### src/hdl/bdq_pkg.sv
package bdq_pkg;

  localparam int BDQ_DEPTH = 16;

  localparam logic [3:0] ACT_PUSH_FRONT    = 4'd0;
  localparam logic [3:0] ACT_PUSH_BACK     = 4'd1;
  localparam logic [3:0] ACT_POP_FRONT     = 4'd2;
  localparam logic [3:0] ACT_POP_BACK      = 4'd3;
  localparam logic [3:0] ACT_PEEK_FRONT    = 4'd4;
  localparam logic [3:0] ACT_PEEK_BACK     = 4'd5;
  localparam logic [3:0] ACT_FIND_FIRST    = 4'd6;
  localparam logic [3:0] ACT_FIND_LAST     = 4'd7;
  localparam logic [3:0] ACT_INSERT_AFTER  = 4'd8;
  localparam logic [3:0] ACT_INSERT_BEFORE = 4'd9;

  localparam logic [1:0] ST_OK    = 2'd0;
  localparam logic [1:0] ST_EMPTY = 2'd1;
  localparam logic [1:0] ST_FULL  = 2'd2;
  localparam logic [1:0] ST_MISS  = 2'd3;

  typedef struct packed {
    logic        [3:0]  action;
    logic signed [31:0] value;
    logic        [4:0]  position;
  } req_t;

  typedef struct packed {
    logic signed [31:0] data;
    logic        [4:0]  found_position;
    logic        [1:0]  status;
  } rsp_t;

  typedef enum logic [3:0] {
    OP_FAIL_EMPTY,
    OP_FAIL_FULL,
    OP_FAIL_MISS,
    OP_PUSH_BACK,
    OP_SHIFT_UP,
    OP_SHIFT_DOWN,
    OP_PEEK_FRONT,
    OP_PEEK_BACK,
    OP_POP_BACK,
    OP_FIND_FWD,
    OP_FIND_BWD
  } op_t;

  typedef struct packed {
    logic load;
    logic run;
    op_t  op;
  } cmd_t;

  typedef struct packed {
    logic full;
    logic empty;
    logic pos_ok;
    logic walk_end;
  } stat_t;

endpackage

### src/hdl/bdq_datapath.sv
module bdq_datapath #(
  parameter int DEPTH = bdq_pkg::BDQ_DEPTH
) (
  input  logic          clk,
  input  logic          rst,
  input  bdq_pkg::req_t req,
  input  bdq_pkg::cmd_t cmd,
  output bdq_pkg::stat_t stat,
  output bdq_pkg::rsp_t rsp
);
  import bdq_pkg::*;

  localparam int AW = $clog2(DEPTH);
  localparam int CW = $clog2(DEPTH + 1);
  localparam int PW = (CW > 5) ? CW : 5;

  logic signed [31:0] mem [DEPTH];
  logic signed [31:0] rdata;
  logic        [CW-1:0] cnt;
  logic        [CW-1:0] ptr;
  logic        [CW-1:0] at;
  logic        [AW-1:0] tag;
  logic                 pend;
  logic                 first;
  op_t                  op_r;
  logic signed [31:0]   val;
  logic signed [31:0]   res_data;
  logic        [4:0]    res_pos;
  logic        [1:0]    res_status;

  logic                 issue;
  logic        [AW-1:0] raddr;
  logic                 we;
  logic        [AW-1:0] waddr;
  logic signed [31:0]   wdata;
  logic                 hit;
  logic                 walk_end;
  logic        [PW-1:0] pos_w;
  logic        [PW-1:0] cnt_w;

  assign pos_w = PW'(req.position);
  assign cnt_w = PW'(cnt);

  assign stat.full     = (cnt == CW'(DEPTH));
  assign stat.empty    = (cnt == '0);
  assign stat.pos_ok   = (pos_w != '0) && (pos_w <= cnt_w);
  assign stat.walk_end = walk_end;

  assign rsp.data           = res_data;
  assign rsp.found_position = res_pos;
  assign rsp.status         = res_status;

  always_comb begin
    issue    = 1'b0;
    raddr    = '0;
    we       = 1'b0;
    waddr    = '0;
    wdata    = rdata;
    hit      = 1'b0;
    walk_end = 1'b0;
    if (cmd.load && cmd.op == OP_PUSH_BACK) begin
      we    = 1'b1;
      waddr = AW'(cnt);
      wdata = req.value;
    end
    if (cmd.run) begin
      case (op_r)
        OP_SHIFT_UP: begin
          issue = (ptr > at);
          raddr = AW'(ptr - CW'(1));
          if (pend) begin
            we    = 1'b1;
            waddr = tag + AW'(1);
          end else if (!issue) begin
            // gap is open: drop the new value in
            we       = 1'b1;
            waddr    = AW'(at);
            wdata    = val;
            walk_end = 1'b1;
          end
        end
        OP_SHIFT_DOWN: begin
          issue = (ptr < cnt);
          raddr = AW'(ptr);
          if (pend && !first) begin
            we    = 1'b1;
            waddr = tag - AW'(1);
          end
          walk_end = !issue && !pend;
        end
        OP_FIND_FWD: begin
          issue    = (ptr < cnt);
          raddr    = AW'(ptr);
          hit      = pend && (rdata == val);
          walk_end = hit || (!issue && !pend);
        end
        OP_FIND_BWD: begin
          issue    = (ptr != '0);
          raddr    = AW'(ptr - CW'(1));
          hit      = pend && (rdata == val);
          walk_end = hit || (!issue && !pend);
        end
        OP_PEEK_FRONT, OP_PEEK_BACK, OP_POP_BACK: begin
          issue    = first;
          raddr    = AW'(ptr);
          walk_end = pend;
        end
        default: begin
          walk_end = 1'b1;
        end
      endcase
    end
  end

  always_ff @(posedge clk) begin
    if (issue) begin
      rdata <= mem[raddr];
    end
    if (we) begin
      mem[waddr] <= wdata;
    end
  end

  always_ff @(posedge clk) begin
    if (rst) begin
      cnt  <= '0;
      pend <= 1'b0;
    end else if (cmd.load) begin
      op_r     <= cmd.op;
      val      <= req.value;
      pend     <= 1'b0;
      first    <= 1'b1;
      res_data <= '0;
      res_pos  <= '0;
      case (cmd.op)
        OP_FAIL_EMPTY:            res_status <= ST_EMPTY;
        OP_FAIL_FULL:             res_status <= ST_FULL;
        OP_FAIL_MISS:             res_status <= ST_MISS;
        OP_FIND_FWD, OP_FIND_BWD: res_status <= ST_MISS;
        default:                  res_status <= ST_OK;
      endcase
      case (cmd.op)
        OP_SHIFT_UP, OP_FIND_BWD: ptr <= cnt;
        OP_PEEK_BACK, OP_POP_BACK: ptr <= cnt - CW'(1);
        default:                  ptr <= '0;
      endcase
      case (req.action)
        ACT_INSERT_AFTER:  at <= CW'(req.position);
        ACT_INSERT_BEFORE: at <= CW'(req.position - 5'd1);
        default:           at <= '0;
      endcase
      if (cmd.op == OP_PUSH_BACK) begin
        cnt <= cnt + CW'(1);
      end
    end else if (cmd.run) begin
      pend <= issue;
      if (issue) begin
        tag <= raddr;
        if (op_r == OP_SHIFT_UP || op_r == OP_FIND_BWD) begin
          ptr <= ptr - CW'(1);
        end else begin
          ptr <= ptr + CW'(1);
        end
      end
      case (op_r)
        OP_SHIFT_UP: begin
          if (walk_end) cnt <= cnt + CW'(1);
        end
        OP_SHIFT_DOWN: begin
          if (pend && first) begin
            res_data <= rdata;
            first    <= 1'b0;
          end
          if (walk_end) cnt <= cnt - CW'(1);
        end
        OP_FIND_FWD, OP_FIND_BWD: begin
          if (hit) begin
            res_data   <= val;
            res_pos    <= 5'(int'(tag) + 1);
            res_status <= ST_OK;
          end
        end
        OP_PEEK_FRONT, OP_PEEK_BACK, OP_POP_BACK: begin
          if (issue) first <= 1'b0;
          if (pend) begin
            res_data <= rdata;
            if (op_r == OP_POP_BACK) cnt <= cnt - CW'(1);
          end
        end
        default: begin
        end
      endcase
    end else begin
      pend <= 1'b0;
    end
  end

endmodule

### src/hdl/bdq_controller.sv
module bdq_controller (
  input  logic           clk,
  input  logic           rst,
  input  logic           req_valid,
  output logic           req_ready,
  input  logic [3:0]     action,
  output logic           rsp_valid,
  input  logic           rsp_ready,
  input  bdq_pkg::stat_t stat,
  output bdq_pkg::cmd_t  cmd
);
  import bdq_pkg::*;

  typedef enum logic [2:0] {
    S_IDLE = 3'b001,
    S_WALK = 3'b010,
    S_RESP = 3'b100
  } state_t;

  state_t state;
  state_t state_next;
  op_t    op;

  always_comb begin
    case (action)
      ACT_PUSH_FRONT:    op = stat.full  ? OP_FAIL_FULL  : OP_SHIFT_UP;
      ACT_PUSH_BACK:     op = stat.full  ? OP_FAIL_FULL  : OP_PUSH_BACK;
      ACT_POP_FRONT:     op = stat.empty ? OP_FAIL_EMPTY : OP_SHIFT_DOWN;
      ACT_POP_BACK:      op = stat.empty ? OP_FAIL_EMPTY : OP_POP_BACK;
      ACT_PEEK_FRONT:    op = stat.empty ? OP_FAIL_EMPTY : OP_PEEK_FRONT;
      ACT_PEEK_BACK:     op = stat.empty ? OP_FAIL_EMPTY : OP_PEEK_BACK;
      ACT_FIND_FIRST:    op = OP_FIND_FWD;
      ACT_FIND_LAST:     op = OP_FIND_BWD;
      ACT_INSERT_AFTER, ACT_INSERT_BEFORE: begin
        if (stat.full) op = OP_FAIL_FULL;
        else if (!stat.pos_ok) op = OP_FAIL_MISS;
        else op = OP_SHIFT_UP;
      end
      default:           op = OP_FAIL_MISS;
    endcase
  end

  assign req_ready = (state == S_IDLE);
  assign rsp_valid = (state == S_RESP);
  assign cmd.load  = req_valid && req_ready;
  assign cmd.run   = (state == S_WALK);
  assign cmd.op    = op;

  always_comb begin
    state_next = state;
    case (state)
      S_IDLE: begin
        if (req_valid) begin
          // failures and push at back finish in the accept cycle
          if (op inside {OP_FAIL_EMPTY, OP_FAIL_FULL, OP_FAIL_MISS, OP_PUSH_BACK}) begin
            state_next = S_RESP;
          end else begin
            state_next = S_WALK;
          end
        end
      end
      S_WALK: begin
        if (stat.walk_end) state_next = S_RESP;
      end
      S_RESP: begin
        if (rsp_ready) state_next = S_IDLE;
      end
      default: state_next = S_IDLE;
    endcase
  end

  always_ff @(posedge clk) begin
    if (rst) begin
      state <= S_IDLE;
    end else begin
      state <= state_next;
    end
  end

endmodule

### src/hdl/bounded_deque_with_search.sv
// Bounded deque with search: an ordered list of up to DEPTH signed 32-bit values.
// req channel (req_valid/req_ready/req) carries one action with value and position;
// rsp channel (rsp_valid/rsp_ready/rsp) returns exactly one result per transaction.
// One transaction is handled at a time: req_ready is high only while idle.
// Push at back and every failed action answer without a walk through the list.
// Peek and pop at back read one entry; find reads entries from the front or the
// back until a match or the end of the list, and an empty list ends in a miss.
// Push at front and insert move every entry from the target slot up by one; pop
// at front moves every entry down by one. Each walk runs on the entry memory,
// which has one read and one write port and moves or compares one entry per cycle
// with a registered read. After rsp is taken the block is idle in the next cycle.
// At reset the list is empty; entry storage is not cleared.
// When the receiver stalls, rsp holds and no new transaction is accepted.
module bounded_deque_with_search #(
  parameter int DEPTH = bdq_pkg::BDQ_DEPTH
) (
  input  logic          clk,
  input  logic          rst,
  input  logic          req_valid,
  output logic          req_ready,
  input  bdq_pkg::req_t req,
  output logic          rsp_valid,
  input  logic          rsp_ready,
  output bdq_pkg::rsp_t rsp
);
  import bdq_pkg::*;

  cmd_t  cmd;
  stat_t stat;

  bdq_controller u_ctrl (
    .clk       (clk),
    .rst       (rst),
    .req_valid (req_valid),
    .req_ready (req_ready),
    .action    (req.action),
    .rsp_valid (rsp_valid),
    .rsp_ready (rsp_ready),
    .stat      (stat),
    .cmd       (cmd)
  );

  bdq_datapath #(.DEPTH(DEPTH)) u_dp (
    .clk  (clk),
    .rst  (rst),
    .req  (req),
    .cmd  (cmd),
    .stat (stat),
    .rsp  (rsp)
  );

endmodule

### config.mk
export PLATFORM = sky130hd
export DESIGN_NAME = bounded_deque_with_search
export DESIGN_NICKNAME = d
export VERILOG_FILES = /design/src/hdl/bdq_pkg.sv /design/src/hdl/bdq_datapath.sv /design/src/hdl/bdq_controller.sv /design/src/hdl/bounded_deque_with_search.sv
export SDC_FILE = /design/constraint.sdc
export NUM_CORES = 1
export LEC_CHECK = 0
export BUFFER_PORTS_ARGS = -buffer_cell sky130_fd_sc_hd__buf_2
export CORE_MARGIN = 1.5
export CORE_UTILIZATION = 30
export DETAILED_ROUTE_END_ITERATION = 12
export PLACE_DENSITY = 0.53
export SETUP_SLACK_MARGIN = 0.4
export SLEW_MARGIN = 20
export SYNTH_ARGS = -nofsm -noshare
export SYNTH_HDL_FRONTEND = slang
export SYNTH_SLANG_ARGS = --single-unit
### constraint.sdc
create_clock -name clk -period 12.82 [get_ports clk]
set_input_delay 1.923 -clock clk [delete_from_list [all_inputs] [get_ports clk]]
set_output_delay 1.923 -clock clk [all_outputs]
set_load 0.005 [all_outputs]
# After elaboration in Yosys (flattened, before gate mapping)
# Memories as Yosys holds them, arrays and structs flattened. A register that Yosys moved wholly into a read port is not among the register bits.
# Index checks and enable logic that the tools add are counted.
op_classes:
  n_addsub: 8
  n_lt_le_gt_ge: 3
  eq_ne: 40
  n_mux: 74
  n_bitwise: 3
  n_reduce_logical: 46
op_table:
  columns: ["op", "n"]
  rows:
  - ["$mux 32", 9]
  - ["$pmux 32 s3", 1]
  - ["$mux 5", 14]
  - ["$eq 4x3->1 const B", 10]
  - ["$pmux 4 s9", 1]
  - ["$eq 32x32->1", 1]
  - ["$eq 4x4->1 const B", 8]
  - ["$mux 4", 8]
  - ["$mux 3", 9]
  - ["$ne 3x1->1 const B", 7]
  - ["$pmux 5 s2", 2]
  - ["$eq 4x2->1 const B", 4]
  - ["$mux 1", 16]
  - ["$pmux 4 s2", 2]
  - ["$pmux 5 s3", 1]
  - ["$sub 5x1->5 const B", 3]
  - ["$reduce_bool 4->1", 3]
  - ["$reduce_or 2->1", 6]
  - ["$add 5x1->5 const B", 2]
  - ["$mux 2", 5]
  - ["$reduce_bool 5->1", 2]
  - ["$pmux 3 s3", 1]
  - ["$reduce_or 3->1", 3]
  - ["$eq 4x1->1 const B", 2]
  - ["other kinds (31)", 54]
totals:
  register_bits: 99
  ramBits: 512
  input_bits: 45
  memories: 1
memory_table:
  columns: ["memory", "words", "width", "read_ports", "rd_clocked_by_memory_dff", "wr", "line_no", "text"]
  rows:
  - ["u_dp.mem", 16, 32, 1, 1, 1, "bdq_datapath.sv:17", "logic signed [31:0] mem [DEPTH];"]

# Depth between registers and ports, before layout
depth:
  depth_word: 14
  ltp_mapped: 12
  depth_no_buf: 9

# Cells and area by module
# From an unflattened synthesis, not the netlist that was laid out.
hier_totals:
  cells_unflattened: 1699
  hier_area_um2: 26828.2
modules_own_cells:
  columns: ["mod", "n_inst", "cells_each", "area_per_inst_um2", "seq_area_each_um2"]
  rows:
  - ["bdq_datapath", 1, 1656, 26511.7, 19158.4]
  - ["bdq_controller", 1, 43, 316.6, 60.1]

# Worst setup path after synthesis
# Ideal clock, no wire load.
synth_path:
  path_type: "input -> register"
  startpoint: "in req[39] (netlist bit)"
  endpoint: "mem u_dp.mem[11][0], enable pin"
  arrival_ns: 5.943
  required_time_ns: 12.352
  path_slack_ns: 6.409
  path_stages: 8
  cell_sequence: "clkbuf_1 -> or2_2 -> a2111oi_0 -> buf_2 -> inv_2 -> o22ai_1 -> clkbuf_1 -> nor3b_1"
synth_via:
  elab_chain_cells: 12
  word_cells_on_any_way: 28
  classes_between: "10 x eq/ne; 15 x mux; 3 x reduce/logical"
synth_rtl:
  columns: ["element", "line_no", "text"]
  rows:
  - ["from (decl)", "bounded_deque_with_search.sv:21", "input bdq_pkg::req_t req,"]
  - ["$eq 4x4->1", "bdq_controller.sv:25", "case (action)"]
  - ["$reduce_or 2->1", "bdq_controller.sv:25", null]
  - ["$pmux 4 s9 *", "bdq_controller.sv:25", null]
  - ["$eq 4x2->1 *", "bdq_datapath.sv:61", "if (cmd.load && cmd.op == OP_PUSH_BACK) begin"]
  - ["$logic_and 1x1->1 *", "bdq_datapath.sv:61", null]
  - ["$mux 1", "bdq_datapath.sv:61", null]
  - ["$mux 1", "bdq_datapath.sv:74", "end else if (!issue) begin"]
  - ["$mux 1", "bdq_datapath.sv:71", "if (pend) begin"]
  - ["$pmux 1 s2", "bdq_datapath.sv:67", "case (op_r)"]
  - ["$mux 1", "bdq_datapath.sv:66", "if (cmd.run) begin"]
  - ["$mux 1", "bdq_datapath.sv:119", "if (we) begin"]
  - ["$mux 1 (implied by the code)", "bdq_datapath.sv:120", "mem[waddr] <= wdata;"]
  - ["to (decl)", "bdq_datapath.sv:17", null]
# Every way passes the cells marked *; elsewhere a longest branch is shown, timed or not.

# Final worst setup path
layout_path:
  startpoint: "in req[38] (netlist bit)"
  endpoint: "mem u_dp.mem[7][7], enable pin"
# Same word-level chain as after synthesis.

==> metrics list <==
- Outcome: finished clean
- Along the worst path, the maximum fanout reaches 36.
- Measured against its own limit, the worst slew margin works out to between 20% and 30%.
* Layout Skew: 31.1 ps
* Synth Warn #: 0
- Setup violation total in the final timing report: 0
- Vertical die dimension: slightly above 300 um
* Number of failing hold endpoints at the final stage: 0
- Hold repair after CTS inserted 0 buffers.
* Via count: approximately 17,000
- Synthesized instance count: ~1,900
- Reg clk slew, reported paths: ~70 ps
* Initial standard-cell utilization of the core: 30.2%
* Cell leakage power: between 10 and 15 nW
- Of all flip-flops after synthesis, the portion carrying an async set or reset was 0%.
- Count of unresolved DRC violations after routing: 0
* Total congestion overflow after global routing: 0
* RSZ-0062 raised after global routing: no
* Growth of design area from synthesis to finish: 15.6%
- A synthesized cell averages 14.2 um^2.
* Area of the multi-input gates: around 7600 um^2
- STA classifies the critical path endpoint as a flip-flop.
- Synthesis instantiated 73 different standard cells from the library.
* Setup slack after layout: 7540 ps
* Required @ worst endpoint: about 13,000 ps
- Final Total Pwr: 4.50 mW
* Non-filler instance count after layout: about 3,200
* Fmax achieved: around 190 MHz
- The worst-case IR drop observed on VDD is about 0.083 mV.
- Dividing the detail-routed via count by the number of cells gives 5.13.
* CTS Root Cell: sky130_fd_sc_hd__clkbuf_16
* Row cnt: 110
- Launch instance of the worst register-to-register path: u_dp.cnt[0]
- The worst register-to-register path has a setup slack of ~8100 ps.
* Endpoint of the worst-slack reg-to-reg timing path: u_dp.mem[7][7]
* Width of the chip: between 300 and 400 um
- Of the cells placed in the final design, the portion with a size suffix greater than 1 is around 15%.
- The first routing iteration left 1,553 violations.
- For this design the top-level I/O count stands at 86.
- Count of flip-flops with a built-in enable after synthesis: between 600 and 700
* Total track usage: approximately 16%
- Count of input and output buffers: 85
- Once the clock tree was built, the setup fixing pass inserted 0 buffers.
- Classification of the worst setup path: in -> reg
* Total Routed Length: approximately 76,000 um
- Period minus WS final: around 5300 ps
- Final clock period utilization by the worst path: approximately 41%
- In the synthesized netlist the dominant register cell turns out to be sky130_fd_sc_hd__edfxtp_1.
- Number of maximum-capacitance constraint violations: 0
- DR pass1 iterations: 5
- The path with the worst hold slack has its endpoint at u_dp.cnt[1].
- Cells on worst reg2reg path: 10
* Cell depth of the worst hold path: 2
* Number of global-route vias before repair: 16,405
* Type of element launching the critical path: input port
* Launch instance of the worst min-delay path: u_dp.cnt[1]
- Core ar.: approximately 90,000 um^2
- The first global-routing pass estimated 111,000 um of wire.
- Antenna violation net count after detailed routing: 0
* DPL Wire Length: ~44,000 um
- In this run the cell area of the synthesized design comes to roughly 27,000 um^2.
* Aggregate negative setup slack: 0 ps
* Sequential fraction of the synthesis area: between 70% and 80%
- Final net count: ~2,100
* PD cells: roughly 140 nW/um^2
- After synthesis the netlist holds a flip-flop and latch count of around 640.
* Area of all sequential standard cells: 19,200 um^2
- Timing analysis after detailed placement gives a worst setup slack of between 6000 and 7000 ps.
* Utilization after layout: between 30% and 40%
- TritonCTS built the clock tree.
- The worst hold path belongs to the class reg -> reg.
- For the pin with the worst max-slew slack, the measured transition is ~1100 ps.
* Routed length per instance: approximately 24 um
- Die area: between 90,000 and 100,000 um^2
- The congestion estimate from routability-driven global placement came to 0.796.
- After detailed placement, the design holds a cell count of between 3,000 and 4,000.
- TritonCTS buffer count: 71
* Maximum level of the CTS H-tree: 3
- When the netlist entered floorplanning its net count stood at between 1,500 and 2,000.
- 0 antenna diodes ended up in the layout.
* Most common library cell in the layout ignoring fill and taps: sky130_fd_sc_hd__edfxtp_1
- Source-to-sink clock delay at the later pin of the worst-skew pair: about 630 ps
- Entering global routing, the biggest net connects approximately 100 pins.
- Fill cells: between 8,000 and 9,000
- Maximum clock path buffer count: 3
* Post-cts gate resize count: 0
- The initial antenna violation count is 1.
- The tree built by TritonCTS fans out to 643 sinks.
- For the worst setup path, the data arrival time is ~5500 ps.
* Max-slew violations: 0
- The top cell types in the final layout, fill and taps aside, are sky130_fd_sc_hd__edfxtp_1, sky130_fd_sc_hd__nand2_1, sky130_fd_sc_hd__mux2i_1.
kinds of logic after synthesis:
family	after synthesis	synth area share [%]
flip-flops	643	70.7
AND/OR/NAND/NOR	597	9.84
AO/OA/AOI/OAI	300	8.22
multiplexers	168	6.21
buffers and inverters	141	2.42
XOR/XNOR	48	1.55
adder cells (fa/ha/maj)	23	1.06
registers in the layout (all words and copies together), names as in the netlist:
signal / cells
u_dp.tag: 4
u_dp.pend: 1
u_dp.res_data: 32
u_dp.at: 5
u_dp.res_status: 2
u_dp.mem: 512
u_dp.cnt: 5
u_ctrl.state: 3
u_dp.op_r: 4
u_dp.res_pos: 5
u_dp.ptr: 5
u_dp.val: 32
u_dp.first: 1
u_dp.rdata: 32
Yosys cell counts (7+ instances only):
master                      count  area [um^2]
sky130_fd_sc_hd__inv_1         28          105
sky130_fd_sc_hd__edfxtp_1     634        19000
sky130_fd_sc_hd__o21ai_0       18         90.1
sky130_fd_sc_hd__nor2b_1        8         50.1
sky130_fd_sc_hd__nor2_1        89          334
sky130_fd_sc_hd__nand3_1       11         55.1
sky130_fd_sc_hd__clkbuf_1      52          195
sky130_fd_sc_hd__nand4_1        8         50.1
sky130_fd_sc_hd__dfxtp_1        9          180
sky130_fd_sc_hd__buf_4         11         82.6
sky130_fd_sc_hd__o2111ai_1     95          832
sky130_fd_sc_hd__nor3b_1        7         52.6
sky130_fd_sc_hd__o22ai_1        7         43.8
sky130_fd_sc_hd__and4_1        33          289
sky130_fd_sc_hd__buf_2         40          200
sky130_fd_sc_hd__xor2_1         8         70.1
sky130_fd_sc_hd__xnor2_1       40          350
sky130_fd_sc_hd__ha_1          23          288
sky130_fd_sc_hd__a32o_1        32          320
sky130_fd_sc_hd__mux2i_1      164         1640
sky130_fd_sc_hd__nand2b_1       8         50.1
sky130_fd_sc_hd__and2_1         8         50.1
sky130_fd_sc_hd__nand2_1      383         1440
sky130_fd_sc_hd__nor3_1        13         65.1
sky130_fd_sc_hd__a21oi_1       94          470
report_power, final:
group	leakage, nW	total, mW	switching (mW)	internal [mW]
registers	5.79	2.32	0.0159	2.31
clock network	1.12	2.03	0.848	1.18
logic	3.35	0.145	0.0989	0.0460
per-stage QoR:
step                      hold WS [ps]  area [um^2]
after floorplan                    519        27200
after global routing               586        31400
final                              559        31400
after global placement             539        29000
after detailed placement           551        29000
after CTS                          559        31300
per-layer routing:
| metal | routed length, um | up-vias | GRT usage (%) |
|---|---|---|---|
| li1 | - | 7490 | - |
| met1 | 35500 | 8487 | 22.8 |
| met2 | 34400 | 541 | 25.2 |
| met3 | 4520 | 110 | 3.23 |
| met4 | 1790 | 2 | 4.77 |
| met5 | 13 | - | 0 |
final cells by class:
cell class / instances / area share (%)
Clock inverter: 46 / 1.49
Multi-Input combinational cell: 1136 / 24.1
Inverter: 30 / 0.378
Tap cell: 1176 / 4.68
Timing Repair Buffer: 126 / 2.33
Sequential cell: 643 / 61.1
Clock buffer: 82 / 5.85
critical path, cell delays in order:
cell and delay, ps:
sky130_fd_sc_hd__buf_2 130, sky130_fd_sc_hd__or2_2 330, sky130_fd_sc_hd__a2111oi_2 330, sky130_fd_sc_hd__buf_4 690, sky130_fd_sc_hd__inv_2 140, sky130_fd_sc_hd__o22ai_2 650
sky130_fd_sc_hd__o211ai_1 540, sky130_fd_sc_hd__nor2_4 180, sky130_fd_sc_hd__buf_4 530
how the worst max path moves through the flow:
stage,start,endpoint,depth (start not counted)
2_1_floorplan,req[39],u_dp.mem[11][0],8
3_3_place_gp,req[39],u_dp.mem[7][8],9
3_5_place_dp,req[38],u_dp.mem[3][9],9
4_1_cts,req[39],u_dp.mem[3][5],9
5_1_grt,req[38],u_dp.mem[3][0],9
6_report,req[38],u_dp.mem[7][7],9
Note: power is estimated with default switching activity, not from simulation.
